`src/asps_pkg.sv`:
```
`timescale 1ns / 1ps
// asps_pkg: shared sizes, types and codes of the aging priority scheduler
// no dependencies; imported by every module of the block

package asps_pkg;

  localparam int MAX_TASKS = 16;
  localparam int SLOT_W    = $clog2(MAX_TASKS);
  localparam int CNT_W     = $clog2(MAX_TASKS + 1);
  localparam int PRIO_W    = 6;

  typedef logic [SLOT_W-1:0]        slot_t;
  typedef logic [CNT_W-1:0]         cnt_t;
  typedef logic signed [PRIO_W-1:0] prio_t;

  typedef struct packed {
    prio_t stat;
    prio_t dyn;
  } prio_ent_t;

  localparam logic [2:0] MODE_ADD    = 3'd0;
  localparam logic [2:0] MODE_REMOVE = 3'd1;
  localparam logic [2:0] MODE_SETP   = 3'd2;
  localparam logic [2:0] MODE_GETP   = 3'd3;
  localparam logic [2:0] MODE_SCHED  = 3'd4;

  localparam logic [1:0] ST_OK       = 2'd0;
  localparam logic [1:0] ST_BADPRIO  = 2'd1;
  localparam logic [1:0] ST_FULL     = 2'd2;
  localparam logic [1:0] ST_NOTREADY = 2'd3;

  localparam prio_t PRIO_FLOOR = -6'sd19;
  localparam prio_t PRIO_BELOW = -6'sd20;
  localparam prio_t PRIO_ABOVE = 6'sd20;

endpackage

```
`src/aging_priority_scheduler.sv`:
```
`timescale 1ns / 1ps
// aging_priority_scheduler: top level sequencer of the task scheduler with priority aging
// uses asps_pkg, asps_prio_ram and asps_order_ram
//
//   channel | ports                                                   | dir
//   in      | in_valid in_ready in_mode in_task_slot in_use_current   | in
//           | in_new_priority                                         |
//   out     | out_valid out_ready out_chosen_task out_chosen_valid    | out
//           | out_read_priority out_status                            |
//
// one transaction at a time; add, set_priority and unused modes go from exec straight to the result,
// get_priority adds a priority read, remove walks the ready list memory once and schedule walks it
// twice when the list is not empty (one entry read per cycle)
// reset clears the list, the current task and the priority valid bits; no clearing pass
// a result not yet taken holds the next transaction at its last step

module aging_priority_scheduler (
  input  logic                 clk,
  input  logic                 rst_n,
  input  logic                 in_valid,
  output logic                 in_ready,
  input  logic [2:0]           in_mode,
  input  logic [3:0]           in_task_slot,
  input  logic                 in_use_current,
  input  logic signed [5:0]    in_new_priority,
  output logic                 out_valid,
  input  logic                 out_ready,
  output logic [3:0]           out_chosen_task,
  output logic                 out_chosen_valid,
  output logic signed [5:0]    out_read_priority,
  output logic [1:0]           out_status
);
  import asps_pkg::*;

  localparam logic [2:0] S_IDLE   = 3'd0;
  localparam logic [2:0] S_EXEC   = 3'd1;
  localparam logic [2:0] S_GET_RD = 3'd2;
  localparam logic [2:0] S_WALK   = 3'd3;
  localparam logic [2:0] S_FIN    = 3'd4;

  logic [2:0]           state_r, state_nxt;
  logic [MAX_TASKS-1:0] ready_r, ready_nxt;
  cnt_t                 cnt_r, cnt_nxt;
  slot_t                cur_r, cur_nxt;
  logic                 out_valid_r, out_valid_nxt;
  logic                 s1_vld_r, s1_vld_nxt;
  logic                 s2_vld_r, s2_vld_nxt;

  logic [2:0]           mode_r, mode_nxt;
  slot_t                tgt_r, tgt_nxt;
  logic                 in_rng_r, in_rng_nxt;
  prio_t                prio_r, prio_nxt;
  logic [3:0]           res_chosen_r, res_chosen_nxt;
  logic                 res_valid_r, res_valid_nxt;
  prio_t                res_rd_r, res_rd_nxt;
  logic [1:0]           res_status_r, res_status_nxt;
  cnt_t                 ord_idx_r, ord_idx_nxt;
  slot_t                s1_pos_r, s1_pos_nxt;
  slot_t                s2_slot_r, s2_slot_nxt;
  logic                 found_r, found_nxt;
  logic                 pass_r, pass_nxt;
  logic                 have_best_r, have_best_nxt;
  slot_t                best_slot_r, best_slot_nxt;
  prio_t                best_dyn_r, best_dyn_nxt;
  logic [3:0]           out_chosen_r;
  logic                 out_cvalid_r;
  prio_t                out_rd_r;
  logic [1:0]           out_status_r;
  logic                 out_load;

  logic                 ord_we;
  slot_t                ord_waddr, ord_wdata, ord_raddr, ord_rdata;
  logic                 pr_we;
  slot_t                pr_waddr, pr_raddr;
  prio_ent_t            pr_wdata, pr_rdata;
  logic                 issue;
  prio_t                dyn;

  asps_order_ram u_order_ram (
    .clk   (clk),
    .we    (ord_we),
    .waddr (ord_waddr),
    .wdata (ord_wdata),
    .raddr (ord_raddr),
    .rdata (ord_rdata)
  );

  asps_prio_ram u_prio_ram (
    .clk   (clk),
    .rst_n (rst_n),
    .we    (pr_we),
    .waddr (pr_waddr),
    .wdata (pr_wdata),
    .raddr (pr_raddr),
    .rdata (pr_rdata)
  );

  assign in_ready = (state_r == S_IDLE);
  assign issue    = (ord_idx_r < cnt_r);
  assign dyn      = pr_rdata.dyn;

  always_comb begin
    state_nxt      = state_r;
    ready_nxt      = ready_r;
    cnt_nxt        = cnt_r;
    cur_nxt        = cur_r;
    out_valid_nxt  = out_valid_r;
    s1_vld_nxt     = s1_vld_r;
    s2_vld_nxt     = s2_vld_r;
    mode_nxt       = mode_r;
    tgt_nxt        = tgt_r;
    in_rng_nxt     = in_rng_r;
    prio_nxt       = prio_r;
    res_chosen_nxt = res_chosen_r;
    res_valid_nxt  = res_valid_r;
    res_rd_nxt     = res_rd_r;
    res_status_nxt = res_status_r;
    ord_idx_nxt    = ord_idx_r;
    s1_pos_nxt     = s1_pos_r;
    s2_slot_nxt    = s2_slot_r;
    found_nxt      = found_r;
    pass_nxt       = pass_r;
    have_best_nxt  = have_best_r;
    best_slot_nxt  = best_slot_r;
    best_dyn_nxt   = best_dyn_r;
    out_load       = 1'b0;
    ord_we         = 1'b0;
    ord_waddr      = s1_pos_r - 1'b1;
    ord_wdata      = ord_rdata;
    ord_raddr      = ord_idx_r[SLOT_W-1:0];
    pr_we          = 1'b0;
    pr_waddr       = tgt_r;
    pr_wdata       = '0;
    pr_raddr       = tgt_r;

    if (out_valid_r && out_ready) begin
      out_valid_nxt = 1'b0;
    end

    case (state_r)
      S_IDLE: begin
        if (in_valid) begin
          mode_nxt       = in_mode;
          in_rng_nxt     = in_use_current || (int'(in_task_slot) < MAX_TASKS);
          tgt_nxt        = in_use_current ? cur_r : slot_t'(in_task_slot);
          prio_nxt       = in_new_priority;
          res_chosen_nxt = '0;
          res_valid_nxt  = 1'b0;
          res_rd_nxt     = '0;
          res_status_nxt = ST_OK;
          state_nxt      = S_EXEC;
        end
      end
      S_EXEC: begin
        state_nxt = S_FIN;
        case (mode_r)
          MODE_ADD: begin
            if (!in_rng_r) begin
              res_status_nxt = ST_NOTREADY;
            end else if (cnt_r == cnt_t'(MAX_TASKS) || ready_r[tgt_r]) begin
              res_status_nxt = ST_FULL;
            end else begin
              ord_we           = 1'b1;
              ord_waddr        = cnt_r[SLOT_W-1:0];
              ord_wdata        = tgt_r;
              pr_we            = 1'b1;
              pr_wdata         = '0;
              ready_nxt[tgt_r] = 1'b1;
              cnt_nxt          = cnt_r + 1'b1;
            end
          end
          MODE_REMOVE: begin
            if (!in_rng_r || !ready_r[tgt_r]) begin
              res_status_nxt = ST_NOTREADY;
            end else begin
              ord_idx_nxt = '0;
              found_nxt   = 1'b0;
              state_nxt   = S_WALK;
            end
          end
          MODE_SETP: begin
            if (!in_rng_r) begin
              res_status_nxt = ST_NOTREADY;
            end else if (prio_r > PRIO_BELOW && prio_r < PRIO_ABOVE) begin
              pr_we         = 1'b1;
              pr_wdata.stat = prio_r;
              pr_wdata.dyn  = prio_r;
            end else begin
              res_status_nxt = ST_BADPRIO;
            end
          end
          MODE_GETP: begin
            if (!in_rng_r) begin
              res_status_nxt = ST_NOTREADY;
            end else begin
              state_nxt = S_GET_RD;
            end
          end
          MODE_SCHED: begin
            if (cnt_r != '0) begin
              ord_idx_nxt   = '0;
              pass_nxt      = 1'b0;
              have_best_nxt = 1'b0;
              state_nxt     = S_WALK;
            end
          end
          default: begin
            state_nxt = S_FIN;
          end
        endcase
      end
      S_GET_RD: begin
        res_rd_nxt = pr_rdata.stat;
        state_nxt  = S_FIN;
      end
      S_WALK: begin
        // stage 0 reads the list, stage 1 reads the slot priority, stage 2 uses it
        s1_vld_nxt = issue;
        s2_vld_nxt = 1'b0;
        if (issue) begin
          ord_idx_nxt = ord_idx_r + 1'b1;
          s1_pos_nxt  = ord_idx_r[SLOT_W-1:0];
        end
        if (s1_vld_r) begin
          if (mode_r == MODE_REMOVE) begin
            if (found_r) begin
              ord_we = 1'b1;
            end
            if (ord_rdata == tgt_r) begin
              found_nxt = 1'b1;
            end
          end else begin
            pr_raddr    = ord_rdata;
            s2_vld_nxt  = 1'b1;
            s2_slot_nxt = ord_rdata;
          end
        end
        // list slots are distinct, so the write-back never hits the slot being read
        if (s2_vld_r) begin
          if (!pass_r) begin
            if (!have_best_r || dyn < best_dyn_r) begin
              have_best_nxt = 1'b1;
              best_slot_nxt = s2_slot_r;
              best_dyn_nxt  = dyn;
            end
          end else begin
            pr_we         = 1'b1;
            pr_waddr      = s2_slot_r;
            pr_wdata.stat = pr_rdata.stat;
            if (s2_slot_r == best_slot_r) begin
              pr_wdata.dyn = pr_rdata.stat;
            end else if (dyn > PRIO_FLOOR) begin
              pr_wdata.dyn = prio_t'(dyn - 6'sd1);
            end else begin
              pr_wdata.dyn = dyn;
            end
          end
        end
        if (!issue && !s1_vld_r && !s2_vld_r) begin
          if (mode_r == MODE_REMOVE) begin
            cnt_nxt          = cnt_r - 1'b1;
            ready_nxt[tgt_r] = 1'b0;
            state_nxt        = S_FIN;
          end else if (!pass_r) begin
            pass_nxt    = 1'b1;
            ord_idx_nxt = '0;
          end else begin
            cur_nxt        = best_slot_r;
            res_chosen_nxt = 4'(best_slot_r);
            res_valid_nxt  = 1'b1;
            state_nxt      = S_FIN;
          end
        end
      end
      S_FIN: begin
        if (!out_valid_r || out_ready) begin
          out_load      = 1'b1;
          out_valid_nxt = 1'b1;
          state_nxt     = S_IDLE;
        end
      end
      default: begin
        state_nxt = S_IDLE;
      end
    endcase
  end

  always_ff @(posedge clk) begin
    if (!rst_n) begin
      state_r     <= S_IDLE;
      ready_r     <= '0;
      cnt_r       <= '0;
      cur_r       <= '0;
      out_valid_r <= 1'b0;
      s1_vld_r    <= 1'b0;
      s2_vld_r    <= 1'b0;
    end else begin
      state_r     <= state_nxt;
      ready_r     <= ready_nxt;
      cnt_r       <= cnt_nxt;
      cur_r       <= cur_nxt;
      out_valid_r <= out_valid_nxt;
      s1_vld_r    <= s1_vld_nxt;
      s2_vld_r    <= s2_vld_nxt;
    end
  end

  always_ff @(posedge clk) begin
    mode_r       <= mode_nxt;
    tgt_r        <= tgt_nxt;
    in_rng_r     <= in_rng_nxt;
    prio_r       <= prio_nxt;
    res_chosen_r <= res_chosen_nxt;
    res_valid_r  <= res_valid_nxt;
    res_rd_r     <= res_rd_nxt;
    res_status_r <= res_status_nxt;
    ord_idx_r    <= ord_idx_nxt;
    s1_pos_r     <= s1_pos_nxt;
    s2_slot_r    <= s2_slot_nxt;
    found_r      <= found_nxt;
    pass_r       <= pass_nxt;
    have_best_r  <= have_best_nxt;
    best_slot_r  <= best_slot_nxt;
    best_dyn_r   <= best_dyn_nxt;
    if (out_load) begin
      out_chosen_r <= res_chosen_r;
      out_cvalid_r <= res_valid_r;
      out_rd_r     <= res_rd_r;
      out_status_r <= res_status_r;
    end
  end

  assign out_valid         = out_valid_r;
  assign out_chosen_task   = out_chosen_r;
  assign out_chosen_valid  = out_cvalid_r;
  assign out_read_priority = out_rd_r;
  assign out_status        = out_status_r;

  a_cnt_max: assert property (@(posedge clk) disable iff (!rst_n)
    int'(cnt_r) <= MAX_TASKS)
    else $error("ready count above capacity");

  a_cnt_flags: assert property (@(posedge clk) disable iff (!rst_n)
    $countones(ready_r) == int'(cnt_r))
    else $error("ready flags disagree with ready count");

  a_s2_sched: assert property (@(posedge clk) disable iff (!rst_n)
    s2_vld_r |-> (state_r == S_WALK && mode_r == MODE_SCHED))
    else $error("priority stage active outside a schedule walk");

  a_remove_dec: assert property (@(posedge clk) disable iff (!rst_n)
    (state_r == S_WALK && mode_r == MODE_REMOVE && !issue && !s1_vld_r)
      |=> (cnt_r == $past(cnt_r) - 1'b1))
    else $error("remove did not shorten the ready list");

endmodule

```
`src/asps_prio_ram.sv`:
```
`timescale 1ns / 1ps
// asps_prio_ram: per-slot static and dynamic priority memory, one write and one read port
// entries never written read as zero through reset-cleared valid bits; uses asps_pkg

module asps_prio_ram (
  input  logic                clk,
  input  logic                rst_n,
  input  logic                we,
  input  asps_pkg::slot_t     waddr,
  input  asps_pkg::prio_ent_t wdata,
  input  asps_pkg::slot_t     raddr,
  output asps_pkg::prio_ent_t rdata
);
  import asps_pkg::*;

  prio_ent_t              prio_mem [MAX_TASKS];
  logic [MAX_TASKS-1:0]   vld_r;
  logic                   rd_vld_r;
  prio_ent_t              rd_q_r;

  always_ff @(posedge clk) begin
    if (!rst_n) begin
      vld_r    <= '0;
      rd_vld_r <= 1'b0;
    end else begin
      if (we) begin
        vld_r[waddr] <= 1'b1;
      end
      rd_vld_r <= vld_r[raddr];
    end
  end

  always_ff @(posedge clk) begin
    if (we) begin
      prio_mem[waddr] <= wdata;
    end
    rd_q_r <= prio_mem[raddr];
  end

  assign rdata = rd_vld_r ? rd_q_r : '0;

endmodule

```
`src/asps_order_ram.sv`:
```
`timescale 1ns / 1ps
// asps_order_ram: ready list memory holding slot numbers in list order
// one write and one registered read port; uses asps_pkg

module asps_order_ram (
  input  logic            clk,
  input  logic            we,
  input  asps_pkg::slot_t waddr,
  input  asps_pkg::slot_t wdata,
  input  asps_pkg::slot_t raddr,
  output asps_pkg::slot_t rdata
);
  import asps_pkg::*;

  slot_t order_mem [MAX_TASKS];
  slot_t rd_q_r;

  always_ff @(posedge clk) begin
    if (we) begin
      order_mem[waddr] <= wdata;
    end
    rd_q_r <= order_mem[raddr];
  end

  assign rdata = rd_q_r;

endmodule
```
`config.mk`:
```
export PLATFORM = sky130hd
export DESIGN_NAME = aging_priority_scheduler
export DESIGN_NICKNAME = d
export VERILOG_FILES = /design/src/asps_pkg.sv /design/src/aging_priority_scheduler.sv /design/src/asps_prio_ram.sv /design/src/asps_order_ram.sv
export SDC_FILE = /design/constraint.sdc
export NUM_CORES = 1
export LEC_CHECK = 0
export ABC_AREA = 1
export BUFFER_PORTS_ARGS = -buffer_cell sky130_fd_sc_hd__buf_2
export CAP_MARGIN = 30
export CORE_ASPECT_RATIO = 2
export CORE_MARGIN = 3
export CORE_UTILIZATION = 45
export DETAILED_ROUTE_END_ITERATION = 12
export GPL_TIMING_DRIVEN = 0
export PLACE_DENSITY_LB_ADDON = 0.08
export SYNTH_ARGS = -nofsm -noshare
export SYNTH_HDL_FRONTEND = slang
export SYNTH_SLANG_ARGS = --single-unit
```
`constraint.sdc`:
```
create_clock -name clk -period 6.52 [get_ports clk]
set_input_delay 0.326 -clock clk [delete_from_list [all_inputs] [get_ports clk]]
set_output_delay 0.326 -clock clk [all_outputs]
set_load 0.01 [all_outputs]
```
==> metrics.txt <==
# TYPE chip_impl_metric gauge
chip_impl_metric{name="post_synth_num_cell_types",unit=""} 43
chip_impl_metric{name="max-cap-violations",unit=""} 0
chip_impl_metric{name="mappedNetlistArea",unit="µm²"} 16730
chip_impl_metric{name="drt-pass1-iter-count",unit=""} 5
chip_impl_metric{name="power.static_leakage",unit="µW"} 0.007100
chip_impl_metric{name="ctsLongestPathBuffers",unit=""} 3
chip_impl_metric{name="placedCellCount",unit=""} 2088
chip_impl_metric{name="post_drt_wl_per_cell",unit="µm"} 21.63
chip_impl_metric{name="asyncSetResetFlopFracSynth",unit="%"} 0
chip_impl_metric{name="postSynthNetCount",unit=""} 1619
chip_impl_metric{name="fin_tns_setup",unit="ps"} 0
chip_impl_info{name="crit_top_cell",value="nand2_1"} 1
chip_impl_metric{name="required",unit="ps"} 6660
chip_impl_metric{name="placed_cell_area",unit="µm²"} 17660
chip_impl_metric{name="detail_route.wirelength",unit="µm"} 46730
chip_impl_info{name="synth.most_common_cell",value="edfxtp_1"} 1
chip_impl_info{name="worstSetupPathType",value="reg2reg"} 1
chip_impl_metric{name="cts_inserted_buffers",unit=""} 35
chip_impl_info{name="crit_path_top_delay_cell",value="nor2_1"} 1
chip_impl_metric{name="placed_wire_length_estimate_after_detailed_placement",unit="µm"} 35270
chip_impl_info{name="synth_flop_cell",value="edfxtp_1"} 1
chip_impl_metric{name="peakVddDrop",unit="V"} 0.0002435
chip_impl_metric{name="post_route_cells_drive_above_1_share",unit="%"} 10.79
chip_impl_info{name="synth.largest_area_cell",value="edfxtp_1"} 1
chip_impl_metric{name="number_of_global_route_vias_before_repair",unit=""} 11930
chip_impl_metric{name="tightestPinTransition",unit="ps"} 975.5
chip_impl_metric{name="cts.sink_count",unit=""} 385
chip_impl_info{name="cpLargestDelayFamily",value="simple AND/OR/NAND/NOR gates"} 1
chip_impl_info{name="element_type_at_the_critical_path_start",value="flop"} 1
chip_impl_info{name="clock_root_buffer",value="clkbuf_16"} 1
chip_impl_metric{name="postSynthCellCount",unit=""} 1590
chip_impl_metric{name="global_route.overflow_total",unit=""} 0
chip_impl_metric{name="start_util",unit="%"} 45.78
chip_impl_metric{name="synth-seq-cells",unit=""} 385
chip_impl_metric{name="power.density_cell_area",unit="nW/µm²"} 335.0
chip_impl_metric{name="grt_start_max_net_pins",unit=""} 18
chip_impl_metric{name="critPathBufInv",unit=""} 2
chip_impl_info{name="end_kind",value="flop"} 1
chip_impl_metric{name="hold_viol_final",unit=""} 0
chip_impl_metric{name="final_max_slew_viol_count",unit=""} 0
chip_impl_metric{name="total_die_area",unit="µm²"} 39660
chip_impl_metric{name="timing.fmax",unit="GHz"} 0.3174
chip_impl_metric{name="port_buffers",unit=""} 30
chip_impl_info{name="synth_top_cells_by_count",value="edfxtp_1 (321), nand2_1 (277), nor2_1 (204), inv_1 (186), nand3_1 (113)"} 1
chip_impl_metric{name="post_synth.cell_area_avg",unit="µm²"} 10.52
chip_impl_metric{name="wire_length_of_the_first_global_routing_pass",unit="µm"} 70100
chip_impl_info{name="hold_class",value="in2reg"} 1
chip_impl_metric{name="route.vias.total",unit=""} 11680
chip_impl_metric{name="fin_util",unit="%"} 51.52
chip_impl_metric{name="grtUsageTotal",unit="%"} 23.67
chip_impl_metric{name="path_clk_slew",unit="ps"} 70
chip_impl_metric{name="floorplan.die.height",unit="µm"} 278.7
chip_impl_metric{name="clkLatencyLatePin",unit="ps"} 530
chip_impl_metric{name="synthDominantCellAreaShare",unit="%"} 57.62
chip_impl_metric{name="core-area",unit="µm²"} 36540
chip_impl_metric{name="post-route-period-util",unit="%"} 48.32
chip_impl_info{name="run_status",value="finished, final reports clean"} 1
chip_impl_metric{name="crit_path_max_incr_delay",unit="ps"} 730
chip_impl_info{name="crit_chain",value="buf_4 -> nand2_1 -> o21ai_0 -> nand2_1 -> nand2_1 -> nand2_1 -> nand2_1 -> nor2_4 -> nand2_4 -> nand3_2 -> buf_4 -> nand2_1 -> nor2_1"} 1
chip_impl_metric{name="post-route-cell-area",unit="µm²"} 18830
chip_impl_metric{name="drt.antenna.violating_nets",unit=""} 0
chip_impl_metric{name="sequential_area_share_after_synthesis",unit="%"} 65.28
chip_impl_metric{name="io-pin-count",unit=""} 33
chip_impl_metric{name="number_of_antenna_violations_at_the_first_check_in_global_routing",unit=""} 0
chip_impl_metric{name="synth_enable_flop_cells",unit=""} 321
chip_impl_metric{name="area_growth",unit="%"} 12.54
chip_impl_metric{name="layout_min_cycle_time",unit="ps"} 3151
chip_impl_metric{name="crit_path_max_fo",unit=""} 12
chip_impl_metric{name="instances_no_fill",unit=""} 2160
chip_impl_metric{name="cts_post_setup_buffers_inserted",unit=""} 0
chip_impl_metric{name="cts_htree_levels",unit=""} 2
chip_impl_metric{name="fin_nets",unit=""} 1710
chip_impl_metric{name="placement_rows",unit=""} 99
chip_impl_metric{name="fp.dieW",unit="µm"} 142.3
chip_impl_metric{name="ys_warn_count",unit=""} 0
chip_impl_metric{name="globalplace.congestion",unit=""} 0.9309
chip_impl_metric{name="setup_viol",unit=""} 0
chip_impl_metric{name="worst_slew_margin",unit="%"} 34.90
chip_impl_metric{name="post_layout_power",unit="µW"} 6307
chip_impl_metric{name="skew",unit="ps"} 18.31
chip_impl_metric{name="drt_first_iter_violations",unit=""} 710
chip_impl_info{name="cts_tree",value="built"} 1
chip_impl_metric{name="avgViaCountPerCell",unit=""} 5.407
chip_impl_info{name="grt_setup_unrepaired",value="false"} 1
chip_impl_metric{name="worst-r2r-setup-slack",unit="ps"} 3370
chip_impl_metric{name="drcViolationCount",unit=""} 0
chip_impl_metric{name="antenna_cells_inserted",unit=""} 0
chip_impl_metric{name="worst-endpoint-arrival",unit="ps"} 3290
chip_impl_info{name="netlist_top_cells_area",value="edfxtp_1 (58%), dfxtp_1 (7.7%), nand2_1 (6.2%)"} 1
==> sequential cells by signal, indices dropped and copies added, names as in the netlist, 4 cells and up, named ones only <==
name                   count
cnt_r                      5
s2_slot_r                  4
u_order_ram.rdata          4
u_prio_ram.rd_q_r         12
out_read_priority          6
best_dyn_r                 6
res_rd_r                   6
cur_r                      4
prio_r                     6
best_slot_r                4
res_chosen_r               4
tgt_r                      4
out_chosen_task            4
u_order_ram.order_mem     64
u_prio_ram.prio_mem      192
s1_pos_r                   4
u_prio_ram.vld_r          16
ord_idx_r                  5
==> what timing repair did <==
action | in CTS | in global routing
hold buffers | 9 | 0
resized for setup | 0 | 0
hold endpoints to repair | 9 | 0
==> metal layers <==
layer	wire length (µm)	GRT usage [%]	vias to the layer above
met1	15460	22.61	5596
li1	-	-	5631
met3	1323	2.074	133
met2	26850	47.30	319
met5	0	0	-
met4	3097	13.74	0
==> worst register-to-register path, stage by stage, from the launching register on <==
cell and delay (ps):
edfxtp_1 500, buf_4 230, nand2_1 70, o21ai_0 90, nand2_1 70, nand2_1 60
nand2_1 60, nand2_1 90, nor2_4 220, nand2_4 130, nand3_2 210, buf_4 220
nand2_1 80, nor2_1 730
==> metrics by stage <==
| stage | hold WS, ps | worst slack [ps] |
|---|---|---|
| 6_report | 136.3 | 3369 |
| 5_1_grt | 149.7 | 3097 |
| 4_1_cts | 129.4 | 3317 |
| 3_5_place_dp | 404.5 | 3345 |
| 3_3_place_gp | 402.8 | 2112 |
| 2_1_floorplan | 400.3 | 3806 |
==> cells in the final DEF, fill, tap and decap left out, types with 3 or more instances in the layout <==
master         netlist  final
o211ai_1            89     89
nor3_1               7      7
clkbuf_1            28     33
o21ai_0            106     93
buf_4               10     15
ha_1                10     10
a21oi_1             45     45
inv_1              186    186
edfxtp_1           321    321
nand3_2              3      3
nand3_1            113    113
o221ai_1             5      5
dlygate4sd3_1        0      9
nor2_1             204    203
buf_8                0      4
inv_2               10     10
clkbuf_16            0     35
xor2_1               8      8
buf_1                3      3
or2_2                3      3
xnor2_1              7      7
clkinv_1             0      9
nand2_1            277    277
nand2_2              7      7
buf_2               14     44
o31ai_1              3      3
o21ai_2             10     19
nand4_1              4      4
dfxtp_1             64     64
clkinv_2             0      5
buf_6               12     17
o22ai_1             12     11
clkinvlp_4           0      3
o21ai_1              9     13
==> path summary, 6_finish.rpt <==
kind / from / endpoint / cells past startpoint
max reg2reg: tgt_r[0] / u_prio_ram.prio_mem[12][9] / 13
min reg2reg: res_rd_r[0] / out_read_priority[0] / 0
max: tgt_r[0] / u_prio_ram.prio_mem[12][9] / 13
min: in_task_slot[3] / tgt_r[3] / 3
==> report_power, final <==
group,internal [µW],total [µW],leakage (µW),switching (µW)
registers,2890,3000,0.00329,103
clock network,1080,1980,0.000515,899
logic,374,1330,0.00330,958
total,4350,6310,0.00710,1960
==> cell type report <==
cell class                 count  area (µm²)
fill                        3240       17720
clock inverter                21       158.9
tap                          454       568.0
sequential                   385       10920
timing repair buffer          54       401.6
multi-input combinational    942        4736
buffer                        67       396.6
clock buffer                  41       908.4
inverter                     196       735.7
==> cells by family (layout without fill, tap and decap cells) <==
kind of cell / Yosys count / count (layout) / share of synthesized area [%]
AOI/OAI and AO/OA: 286 / 286 / 10.47
xor gates and xnor gates: 15 / 15 / 0.7854
adders and majority gates: 11 / 11 / 0.8676
buffers and inverters: 263 / 379 / 6.769
DFF: 385 / 385 / 65.28
and+or+nand+nor: 630 / 630 / 15.83
(Power assumes the default switching activity.)
